### src/hdl/tlpc_pkg.sv
`timescale 1ns / 1ps
// ----------------------------------------------------------------------------
// tlpc_pkg
// types and constants shared by the tank level pump controller and its
// channel interfaces
// ----------------------------------------------------------------------------
package tlpc_pkg;

  // status codes
  localparam logic [1:0] ST_PUMP_OFF   = 2'd0;
  localparam logic [1:0] ST_PUMP_ON    = 2'd1;
  localparam logic [1:0] ST_CFG_ERROR  = 2'd2;
  localparam logic [1:0] ST_SONAR_ERR  = 2'd3;

  // averaged distance at or above this is a sonar fault
  localparam logic [15:0] SONAR_LIMIT   = 16'd32767;

  // log slot geometry: 288 five-minute slots a day, 12 an hour, 2 bytes a slot
  localparam logic [10:0] SLOTS_PER_DAY  = 11'd288;
  localparam logic [10:0] SLOTS_PER_HOUR = 11'd12;
  // minute / 5 as (minute * 205) >> 10, exact for six-bit minutes
  localparam logic [13:0] DIV5_RECIP     = 14'd205;
  localparam int          DIV5_SHIFT     = 10;

  typedef struct packed {
    logic [15:0] echo_time;
    logic        empty_button;
    logic        onmark_button;
    logic [2:0]  weekday;
    logic [4:0]  hour_of_day;
    logic [5:0]  minute_of_hour;
  } sample_t;

  typedef struct packed {
    logic               pump_on;
    logic [1:0]         status;
    logic [15:0]        filtered_distance;
    logic signed [15:0] fill_level;
    logic               log_write;
    logic [11:0]        log_address;
    logic               save_request;
    logic signed [15:0] empty_mark_out;
    logic signed [15:0] on_mark_out;
    logic signed [15:0] peak_level_out;
  } result_t;

endpackage

### src/hdl/tlpc_if.sv
`timescale 1ns / 1ps
// ----------------------------------------------------------------------------
// tlpc_if
// valid/ready channels for sonar samples and controller results
// ----------------------------------------------------------------------------
interface tlpc_sample_if
  import tlpc_pkg::*;
  ();
  logic    valid;
  logic    ready;
  sample_t data;

  modport source (output valid, output data, input ready);
  modport sink   (input valid, input data, output ready);
endinterface

interface tlpc_result_if
  import tlpc_pkg::*;
  ();
  logic    valid;
  logic    ready;
  result_t data;

  modport source (output valid, output data, input ready);
  modport sink   (input valid, input data, output ready);
endinterface

### src/hdl/tank_level_pump_controller.sv
`timescale 1ns / 1ps
// ----------------------------------------------------------------------------
// tank_level_pump_controller
// smooths sonar echo times into a tank level, captures calibration marks,
// tracks the peak level, points at a five-minute log slot and drives the
// pump with hysteresis
// ----------------------------------------------------------------------------
//  channel  | dir | beat contents
//  ---------+-----+--------------------------------------------------------
//  sample   | in  | echo time, empty/on-mark buttons, weekday, hour, minute
//  result   | out | pump, status, distance, level, log slot, save, marks
//
//  one beat in, one beat out; a sample is taken every cycle while the
//  result register is empty or being drained, so throughput is one per cycle
//  the result is registered: the filter, calibration and pump logic run between
//  the sample port and the result register, state updates on acceptance
//  a stalled result blocks the next sample only while it is not taken
//  synchronous reset clears the filter, marks, peak, pump and log pointer
// ----------------------------------------------------------------------------
module tank_level_pump_controller
  import tlpc_pkg::*;
(
  input  logic           clk,
  input  logic           rst,
  tlpc_sample_if.sink    sample,
  tlpc_result_if.source  result
);

  // controller state
  logic [15:0] avg_distance;
  logic [15:0] empty_mark;
  logic [15:0] on_mark;
  logic [15:0] peak_level;
  logic        pump_running;
  logic [11:0] last_log_address;

  logic [15:0] avg_distance_next;
  logic [15:0] empty_mark_next;
  logic [15:0] on_mark_next;
  logic [15:0] peak_level_next;
  logic        pump_running_next;
  logic [11:0] last_log_address_next;
  result_t     result_next;

  logic        accept;

  // take a beat whenever the result register is free or draining
  assign sample.ready = !result.valid || result.ready;
  assign accept       = sample.valid && sample.ready;

  always_comb begin
    logic [18:0] avg_sum;
    logic [15:0] lvl_bits;
    logic        save;
    logic        log_wr;
    logic [11:0] addr;
    logic [1:0]  status;
    logic [10:0] day_idx;
    logic [13:0] min_prod;
    logic [10:0] slot;

    // avg = (echo + 7*avg) >> 3
    avg_sum = {3'b000, sample.data.echo_time} + ({3'b000, avg_distance} << 3)
              - {3'b000, avg_distance};
    avg_distance_next = avg_sum[18:3];

    // level uses the empty mark held before this beat's buttons
    lvl_bits = empty_mark - avg_distance_next;

    empty_mark_next       = empty_mark;
    on_mark_next          = on_mark;
    peak_level_next       = peak_level;
    pump_running_next     = pump_running;
    last_log_address_next = last_log_address;
    save   = 1'b0;
    log_wr = 1'b0;
    addr   = 12'd0;

    // empty button: a negative mark is rewritten even if bits are equal
    if (sample.data.empty_button &&
        (empty_mark[15] || empty_mark != avg_distance_next)) begin
      empty_mark_next = avg_distance_next;
      peak_level_next = 16'd0;
      save            = 1'b1;
    end

    // on button: positive level that differs from the current on-mark
    if (sample.data.onmark_button && $signed(lvl_bits) > 16'sd0 &&
        lvl_bits != on_mark) begin
      on_mark_next    = lvl_bits;
      peak_level_next = lvl_bits;
      save            = 1'b1;
    end

    // log slot, wrapped to 11 bits and doubled to a 12-bit address; weekday zero wraps like the rest
    day_idx  = {8'd0, sample.data.weekday} - 11'd1;
    min_prod = {8'd0, sample.data.minute_of_hour} * DIV5_RECIP;
    slot     = day_idx * SLOTS_PER_DAY
               + {6'd0, sample.data.hour_of_day} * SLOTS_PER_HOUR
               + {7'd0, min_prod[DIV5_SHIFT +: 4]};

    if (avg_distance_next < SONAR_LIMIT) begin
      if ($signed(peak_level_next) < $signed(lvl_bits)) begin
        peak_level_next = lvl_bits;
        save            = 1'b1;
      end
      addr = {slot, 1'b0};
      if (addr != last_log_address) begin
        log_wr                = 1'b1;
        last_log_address_next = addr;
      end
      if ($signed(on_mark_next) > 16'sd0) begin
        if (pump_running) begin
          // a negative empty mark never stops the pump
          if (!empty_mark_next[15] && empty_mark_next < avg_distance_next) begin
            pump_running_next = 1'b0;
          end
        end else begin
          if ($signed(on_mark_next) < $signed(lvl_bits)) begin
            pump_running_next = 1'b1;
          end
        end
        status = pump_running_next ? ST_PUMP_ON : ST_PUMP_OFF;
      end else begin
        status = ST_CFG_ERROR;
      end
    end else begin
      status = ST_SONAR_ERR;
    end

    result_next.pump_on           = pump_running_next;
    result_next.status            = status;
    result_next.filtered_distance = avg_distance_next;
    result_next.fill_level        = lvl_bits;
    result_next.log_write         = log_wr;
    result_next.log_address       = addr;
    result_next.save_request      = save;
    result_next.empty_mark_out    = empty_mark_next;
    result_next.on_mark_out       = on_mark_next;
    result_next.peak_level_out    = peak_level_next;
  end

  // state and result valid
  always_ff @(posedge clk) begin
    if (rst) begin
      avg_distance     <= '0;
      empty_mark       <= '0;
      on_mark          <= '0;
      peak_level       <= '0;
      pump_running     <= 1'b0;
      last_log_address <= '0;
      result.valid     <= 1'b0;
    end else begin
      if (accept) begin
        avg_distance     <= avg_distance_next;
        empty_mark       <= empty_mark_next;
        on_mark          <= on_mark_next;
        peak_level       <= peak_level_next;
        pump_running     <= pump_running_next;
        last_log_address <= last_log_address_next;
        result.valid     <= 1'b1;
      end else if (result.ready) begin
        result.valid     <= 1'b0;
      end
    end
  end

  // result payload, no reset needed
  always_ff @(posedge clk) begin
    if (accept) begin
      result.data <= result_next;
    end
  end

  // an accepted sample always shows up as a result beat next cycle
  a_accept_gives_result: assert property (@(posedge clk) disable iff (rst)
    accept |=> result.valid)
    else $error("accepted sample produced no result beat");

  // sonar fault never logs
  a_sonar_no_log: assert property (@(posedge clk) disable iff (rst)
    (result.valid && result.data.status == ST_SONAR_ERR) |->
      (!result.data.log_write && result.data.log_address == 12'd0))
    else $error("log slot reported during sonar fault");

  // pump status codes agree with the pump drive
  a_status_matches_pump: assert property (@(posedge clk) disable iff (rst)
    (result.valid && (result.data.status == ST_PUMP_ON ||
                      result.data.status == ST_PUMP_OFF)) |->
      (result.data.pump_on == (result.data.status == ST_PUMP_ON)))
    else $error("status disagrees with pump drive");

  // the pump drive in the result is the stored pump state
  a_pump_state_tracks: assert property (@(posedge clk) disable iff (rst)
    accept |=> (result.data.pump_on == pump_running))
    else $error("result pump drive differs from pump state");

endmodule
### src/flat_wrapper.sv
// flat-port wrapper written by rule: the top's interface ports become plain ports
module tank_level_pump_controller_flat import tlpc_pkg::*;
  (clk, rst, sample_valid, sample_data, sample_ready, result_valid, result_data, result_ready);
  tlpc_sample_if sample_i ();
  tlpc_result_if result_i ();
  input  logic clk;
  input  logic rst;
  input wire logic [$bits(sample_i.valid)-1:0] sample_valid;
  input wire logic [$bits(sample_i.data)-1:0] sample_data;
  output wire logic [$bits(sample_i.ready)-1:0] sample_ready;
  output wire logic [$bits(result_i.valid)-1:0] result_valid;
  output wire logic [$bits(result_i.data)-1:0] result_data;
  input wire logic [$bits(result_i.ready)-1:0] result_ready;
  assign sample_i.valid = sample_valid;
  assign sample_i.data = sample_data;
  assign sample_ready = sample_i.ready;
  assign result_valid = result_i.valid;
  assign result_data = result_i.data;
  assign result_i.ready = result_ready;
  tank_level_pump_controller u_core (.clk(clk), .rst(rst), .sample(sample_i), .result(result_i));
endmodule
### config.mk
export PLATFORM = sky130hd
export DESIGN_NAME = tank_level_pump_controller_flat
export DESIGN_NICKNAME = d
export VERILOG_FILES = /design/src/hdl/tlpc_pkg.sv /design/src/hdl/tlpc_if.sv /design/src/hdl/tank_level_pump_controller.sv /design/src/flat_wrapper.sv
export SDC_FILE = /design/constraint.sdc
export NUM_CORES = 1
export LEC_CHECK = 0
export BUFFER_PORTS_ARGS = -buffer_cell sky130_fd_sc_hd__buf_2
export CAP_MARGIN = 20
export CELL_PAD_IN_SITES_DETAIL_PLACEMENT = 0
export CELL_PAD_IN_SITES_GLOBAL_PLACEMENT = 1
export CORE_MARGIN = 2
export CORE_UTILIZATION = 35
export CTS_BUF_LIST = sky130_fd_sc_hd__clkbuf_16
export DETAILED_ROUTE_END_ITERATION = 10
export PLACE_DENSITY = 0.71
export SLEW_MARGIN = 40
export SYNTH_ARGS = -nofsm -noshare
export SYNTH_HDL_FRONTEND = slang
export SYNTH_SLANG_ARGS = --single-unit
### constraint.sdc
create_clock -name clk -period 11.2 [get_ports clk]
set_input_delay 1.12 -clock clk [delete_from_list [all_inputs] [get_ports clk]]
set_output_delay 1.12 -clock clk [all_outputs]
set_load 0.005 [all_outputs]
==> run_results.csv, run 1 <==
group,metric,value,unit
run_status,status,"finished, final reports clean",
worst_setup_path,criticalPathCategory,"primary input to flop",
worst_setup_path,cp.required,11350,ps
clock_network,cts_tree,"built",
timing,finalCritPeriodShare,87.1,%
placement,port_buffers,133,
min_path,whs_path_depth,2,
worst_setup_path,crit_slowest_cell,"or4_1",
route,wl,31.1,mm
route,dr_total_vias,9383,
clock_network,clock_sinks,173,
timing,period_needed,9760,ps
synth,synth_adder_area_share,15.8,%
timing,rsz0062_at_grt,"false",
global_route,grt_overflow,0,
placement,place_area,12900,um^2
route,ant_nets,0,
cells_and_area,mostFrequentLayoutCell,"buf_2",
timing,final.setup.tns,0,ps
cells_and_area,n_fill_cell,3320,
synth,synth_edf_count,96,
flow_run,maxCapViolations,0,
global_route,grt_pass1_vias,9006,
synth,syn_nets,1407,
min_path,hold_class,"flop to flop",
timing,setup_viol_count_final,0,
synth,synth_xor_area_share,5.59,%
cells_and_area,area_delta_synth_final,14.8,%
route,drc,0,
worst_setup_path,critPathMaxStageDelay,710,ps
cells_and_area,fin_area,13500,um^2
timing,clock_skew,16.9,ps
global_route,grt_first_pass_wirelength,49.6,mm
floorplanning,die_w,187,um
global_route,antenna_found_initial,0,
placement,gp_congestion,0.848,
synth,yosysWarningCount,0,
floorplanning,core,33300,um^2
route,via_per_inst,5.15,
synth,ys_ff_latch,173,
synth,syn_area_per_cell,9.44,um^2
worst_setup_path,rr_endpoint,"u_core.result.data[6]",
global_route,grt_max_degree,85,
synth,synth_cells,1242,
clock_network,h-tree-depth,4,
min_path,min_from,"u_core.avg_distance[1]",
synth,synthFlopType,"edfxtp_1",
worst_setup_path,ff2ff_path_depth,32,
cells_and_area,final_nets,1526,
clock_network,cts_root_buf,"clkbuf_16",
timing,hold_violations,0,
worst_setup_path,rrSetupSlack,1830,ps
clock_network,clock_insertion_delay_worst_skew,440,ps
floorplanning,start_util,35.2,%
cells_and_area,antenna_cells,0,
floorplanning,ios,135,
cells_and_area,drive_gt1_share,16.7,%
worst_setup_path,arrival,9910,ps
timing,slew_violations,0,
cells_and_area,final_cell_mix,"buf_2, inv_1, ha_1",
clock_network,clkTransAtPathRegs,70,ps
timing,relSlewSlack,48.3,%
floorplanning,die_h,187,um
route,drt_iter0_markers,613,
timing,worstMarginPinSlew,775,ps
clock_network,cts-resized-gates,0,
route,first_pass_iters,7,
floorplanning,num_rows,67,
synth,ys_seq_area_share,37.7,%
synth,synthArstFlopShare,0,%
synth,synth_area,11700,um^2
worst_setup_path,r2r-start,"u_core.avg_distance[2]",
clock_network,post_cts_buffers,0,
timing,fmax,0.102,GHz
min_path,hold_path_end,"u_core.avg_distance[1]",
worst_setup_path,start_kind,"primary input",
clock_network,ctsHoldBuffers,0,
placement,dp_hpwl,23.5,mm
clock_network,cts_made_buffers,17,
worst_setup_path,cp-end-kind,"flop",
floorplanning,dieArea,35000,um^2
clock_network,clk_path_buf_depth,2,
synth,synth_top_family_by_area,"compound AO/OA/AOI/OAI gates",
global_route,grt_usage,17.9,%
synth,synthSimpleGateAreaFrac,14.4,%
synth,ys_types,86,
synth,synth_mux_area_share,2.67,%
worst_setup_path,cp_max_fo,15,
route,wl_per_cell,17.1,um
synth,synth-compound-area-share,17.7,%
## cell type report
cell class / count / area [um^2] / area share [%]
tap: 448 / 561 / 4.16
clock buffer: 17 / 425 / 3.16
sequential: 173 / 4420 / 32.8
multi-input combinational: 889 / 6620 / 49.1
timing repair buffer: 154 / 827 / 6.14
clock inverter: 15 / 139 / 1.03
inverter: 126 / 475 / 3.53
## routing by layer
| layer | track usage [%] | share of wire (%) |
|---|---|---|
| met1 | 24.4 | 47 |
| met2 | 29.5 | 47 |
| met3 | 2.83 | 4.4 |
| met4 | 5.13 | 1.7 |
| met5 | 0 | 0 |
## cells by family (layout without fill, tap and decap cells)
group	count (synthesis)	count (layout)
DFF	173	173
adders and majority gates	136	136
xor gates and xnor gates	70	70
muxes	30	30
AOI/OAI and AO/OA	303	303
other	1	1
and+or+nand+nor	349	349
buffers and inverters	180	312
## sequential cells by signal, summed over array words and instances, names as in the netlist
register and cells:
u_core.result.data 96, u_core.avg_distance 16, u_core.empty_mark 16, u_core.on_mark 16
u_core.peak_level 16, u_core.last_log_address 11, u_core.pump_running 1, u_core.result.valid 1
## synth_stat cells, types with 4 or more instances
cell | count | area share, %
inv_1 | 121 | 3.9
ha_1 | 107 | 11
nand2_1 | 102 | 3.3
nor2_1 | 99 | 3.2
edfxtp_1 | 96 | 25
a21oi_1 | 84 | 3.6
dfxtp_1 | 77 | 13
o21ai_0 | 53 | 2.3
xnor2_1 | 48 | 3.6
clkbuf_1 | 38 | 1.2
fa_1 | 22 | 3.8
a211oi_1 | 21 | 1.3
a21o_1 | 20 | 1.3
mux2i_1 | 20 | 1.7
nand3_1 | 18 | 0.77
nor3_1 | 18 | 0.77
o211ai_1 | 18 | 1.2
xor2_1 | 18 | 1.3
nand4_1 | 16 | 0.85
nor4_1 | 16 | 0.85
nand3b_1 | 15 | 0.96
o21a_1 | 13 | 0.83
a22o_1 | 12 | 0.90
nand2b_1 | 12 | 0.64
buf_2 | 11 | 0.47
nor2b_1 | 11 | 0.59
o311ai_1 | 11 | 0.82
and2_1 | 10 | 0.53
mux2_2 | 10 | 0.96
or3_1 | 9 | 0.48
maj3_1 | 7 | 0.60
a31oi_1 | 6 | 0.32
o21bai_1 | 6 | 0.38
o31a_1 | 5 | 0.37
or2_2 | 5 | 0.27
a21oi_2 | 4 | 0.30
and4_1 | 4 | 0.30
o2111ai_1 | 4 | 0.30
o22ai_1 | 4 | 0.21
or4_1 | 4 | 0.26
## worst max-delay path, delay by kind of cell
kind | cells | cell delay (ps)
AOI/OAI and AO/OA | 15 | 3770
buffers and inverters | 5 | 510
and+or+nand+nor | 6 | 2120
adders and majority gates | 5 | 1920
xor gates and xnor gates | 2 | 440
## worst max-delay path by stage
stage | startpoint | endpoint | cells after the start
global route | sample_data[21] | u_core.result.data[6] | 33
detailed placement | sample_data[21] | u_core.result.data[8] | 34
floorplan | sample_data[21] | u_core.result.data[10] | 36
CTS | sample_data[21] | u_core.result.data[8] | 34
finish | sample_data[21] | u_core.result.data[6] | 33
global placement | sample_data[21] | u_core.result.data[6] | 33
## through the flow
stage                     instances  setup WS, ps  util [%]  hold WS (ps)
after floorplan                1242          2270         -           436
after global placement         1790          1320      38.7           446
after detailed placement       1790          1120      38.8           451
after CTS                      1822          1540      40.5           461
after global routing           1822           839      40.5           486
final                          1822          1440      40.5           457
Power of run 1 is left out: the tool's default activity adds up to more than one toggle a clock period on the data nets, which glitch-free logic cannot reach.
==> inputs of run 2 (changes only) <==
--- a/config.mk
+++ b/config.mk
@@ -13,6 +13,7 @@
 export CORE_UTILIZATION = 35
 export CTS_BUF_LIST = sky130_fd_sc_hd__clkbuf_16
 export DETAILED_ROUTE_END_ITERATION = 10
+export GPL_TIMING_DRIVEN = 0
 export PLACE_DENSITY = 0.71
 export SLEW_MARGIN = 40
 export SYNTH_ARGS = -nofsm -noshare
==> run_results.csv, run 2 (same netlist as run 1, synthesis figures left out) <==
group,metric,value,unit
cells_and_area,multiInputGateArea,6640,um^2
global_route,grt_usage,19.4,%
floorplanning,num_rows,67,
clock_network,ctsHoldBuffers,0,
route,dr_total_vias,9706,
global_route,grt_overflow,0,
cells_and_area,mostFrequentLayoutCell,"buf_2",
cells_and_area,final_nets,1561,
worst_setup_path,critical_path_buf_inv_count,5,
cells_and_area,seq_area,4420,um^2
timing,slew_violations,0,
floorplanning,ios,135,
global_route,grt_first_pass_wirelength,53.1,mm
cells_and_area,drive_gt1_share,16.0,%
timing,period_needed,10270,ps
timing,final.setup.tns,0,ps
global_route,grt_pass1_vias,9514,
clock_network,post_cts_buffers,0,
worst_setup_path,arrival,10410,ps
worst_setup_path,crit_top_cell,"a21oi_1",
clock_network,clkTransAtPathRegs,60,ps
placement,place_area,13100,um^2
timing,rsz0062_at_grt,"false",
clock_network,cts_tree,"built",
route,wl,33.6,mm
route,wl_per_cell,18.1,um
clock_network,h-tree-depth,4,
cells_and_area,area_delta_synth_final,16.4,%
floorplanning,die_w,187,um
cells_and_area,final_core_utilization,41.0,%
worst_setup_path,critPathMaxStageDelay,560,ps
cells_and_area,regMostFlops,"u_core.result.data",
cells_and_area,n_fill_cell,3291,
timing,relSlewSlack,45.1,%
min_path,hold_class,"flop to flop",
worst_setup_path,cp_max_fo,10,
cells_and_area,largest_reg_flops,96,
worst_setup_path,r2r-start,"u_core.avg_distance[2]",
placement,dp_hpwl,26.0,mm
worst_setup_path,crit_slowest_cell,"nor2_1",
placement,place_ws,511,ps
floorplanning,die_h,187,um
global_route,antenna_found_initial,0,
timing,setup_viol_count_final,0,
route,first_pass_iters,5,
timing,setup_ws,935,ps
min_path,whs_path_depth,2,
global_route,grt_max_degree,36,
run_status,status,"finished, final reports clean",
clock_network,cts_made_buffers,17,
worst_setup_path,path_delay_family,"compound AO/OA/AOI/OAI gates",
clock_network,clock_sinks,173,
placement,port_buffers,132,
clock_network,cts-resized-gates,0,
worst_setup_path,ff2ff_path_depth,32,
placement,gp_congestion,0.841,
worst_setup_path,criticalPathCategory,"primary input to flop",
route,drt_iter0_markers,649,
min_path,hold_path_end,"u_core.avg_distance[3]",
timing,worstMarginPinSlew,823,ps
worst_setup_path,rr_endpoint,"u_core.result.data[13]",
flow_run,maxCapViolations,0,
min_path,min_from,"u_core.avg_distance[3]",
route,ant_nets,0,
worst_setup_path,rrSetupSlack,1340,ps
timing,hold_violations,0,
worst_setup_path,cp-end-kind,"flop",
clock_network,clock_insertion_delay_worst_skew,440,ps
route,via_per_inst,5.23,
route,drc,0,
cells_and_area,fin_area,13700,um^2
timing,fmax,0.0974,GHz
cells_and_area,final_cell_mix,"buf_2, inv_1, ha_1",
clock_network,cts_root_buf,"clkbuf_16",
timing,clock_skew,13.7,ps
cells_and_area,antenna_cells,0,
floorplanning,dieArea,35000,um^2
worst_setup_path,cp.required,11340,ps
floorplanning,start_util,35.2,%
timing,finalCritPeriodShare,91.7,%
floorplanning,core,33300,um^2
clock_network,clk_path_buf_depth,2,
worst_setup_path,start_kind,"primary input",
==> run 2: cell count changes in the layout (fill, tap and decap cells not counted), sizes merged <==
cell      previous run  this run
buf                154       151
bufinv               1         3
clkinvlp             1         4
clkinv               8         3
clkbuf              17        55
==> run 2: area by class of cell <==
cell class,instances,share of cell area (%)
plain buffers,54,1.83
clock inverters,15,1.17
repair buffers,135,5.28
clock buffers,17,3.12
well taps,448,4.11
multi-input cells,889,48.6
inverters,126,3.46
flip-flops and latches,173,32.4
==> run 2: metal layers <==
metal	vias to the layer above	share of wire (%)	wire [um]	global-route usage, %
met2	243	47	15800	32.6
met5	-	0	0	0
met3	45	4.3	1460	2.96
met1	4649	46	15400	25.4
li1	4769	-	-	-
met4	0	2.7	913	6.56
==> run 2: stage by stage <==
stage	std cells	hold WS [ps]
floorplan	1242	436
global placement	1822	445
detailed placement	1825	450
CTS	1857	459
global route	1857	481
finish	1857	458
==> run 2: worst max-delay path by stage <==
stage	slack, ps	from	end	depth (start not counted)
2_1_floorplan	2270	sample_data[21]	u_core.result.data[10]	36
6_report	930	sample_data[21]	u_core.result.data[13]	33
3_3_place_gp	610	sample_data[21]	u_core.result.data[13]	33
5_1_grt	160	sample_data[21]	u_core.result.data[14]	33
3_5_place_dp	510	sample_data[21]	u_core.result.data[13]	33
4_1_cts	960	sample_data[21]	u_core.result.data[13]	33
==> run 2: worst reg2reg max path, delay by kind of cell, from the launching register on <==
kind,cells,cell delay (ps)
AOI/OAI and AO/OA,15,4020
DFF,1,340
xor gates and xnor gates,2,1000
and+or+nand+nor,5,1110
adders and majority gates,6,2360
buffers and inverters,4,740
Power of run 2 is left out for the same reason.
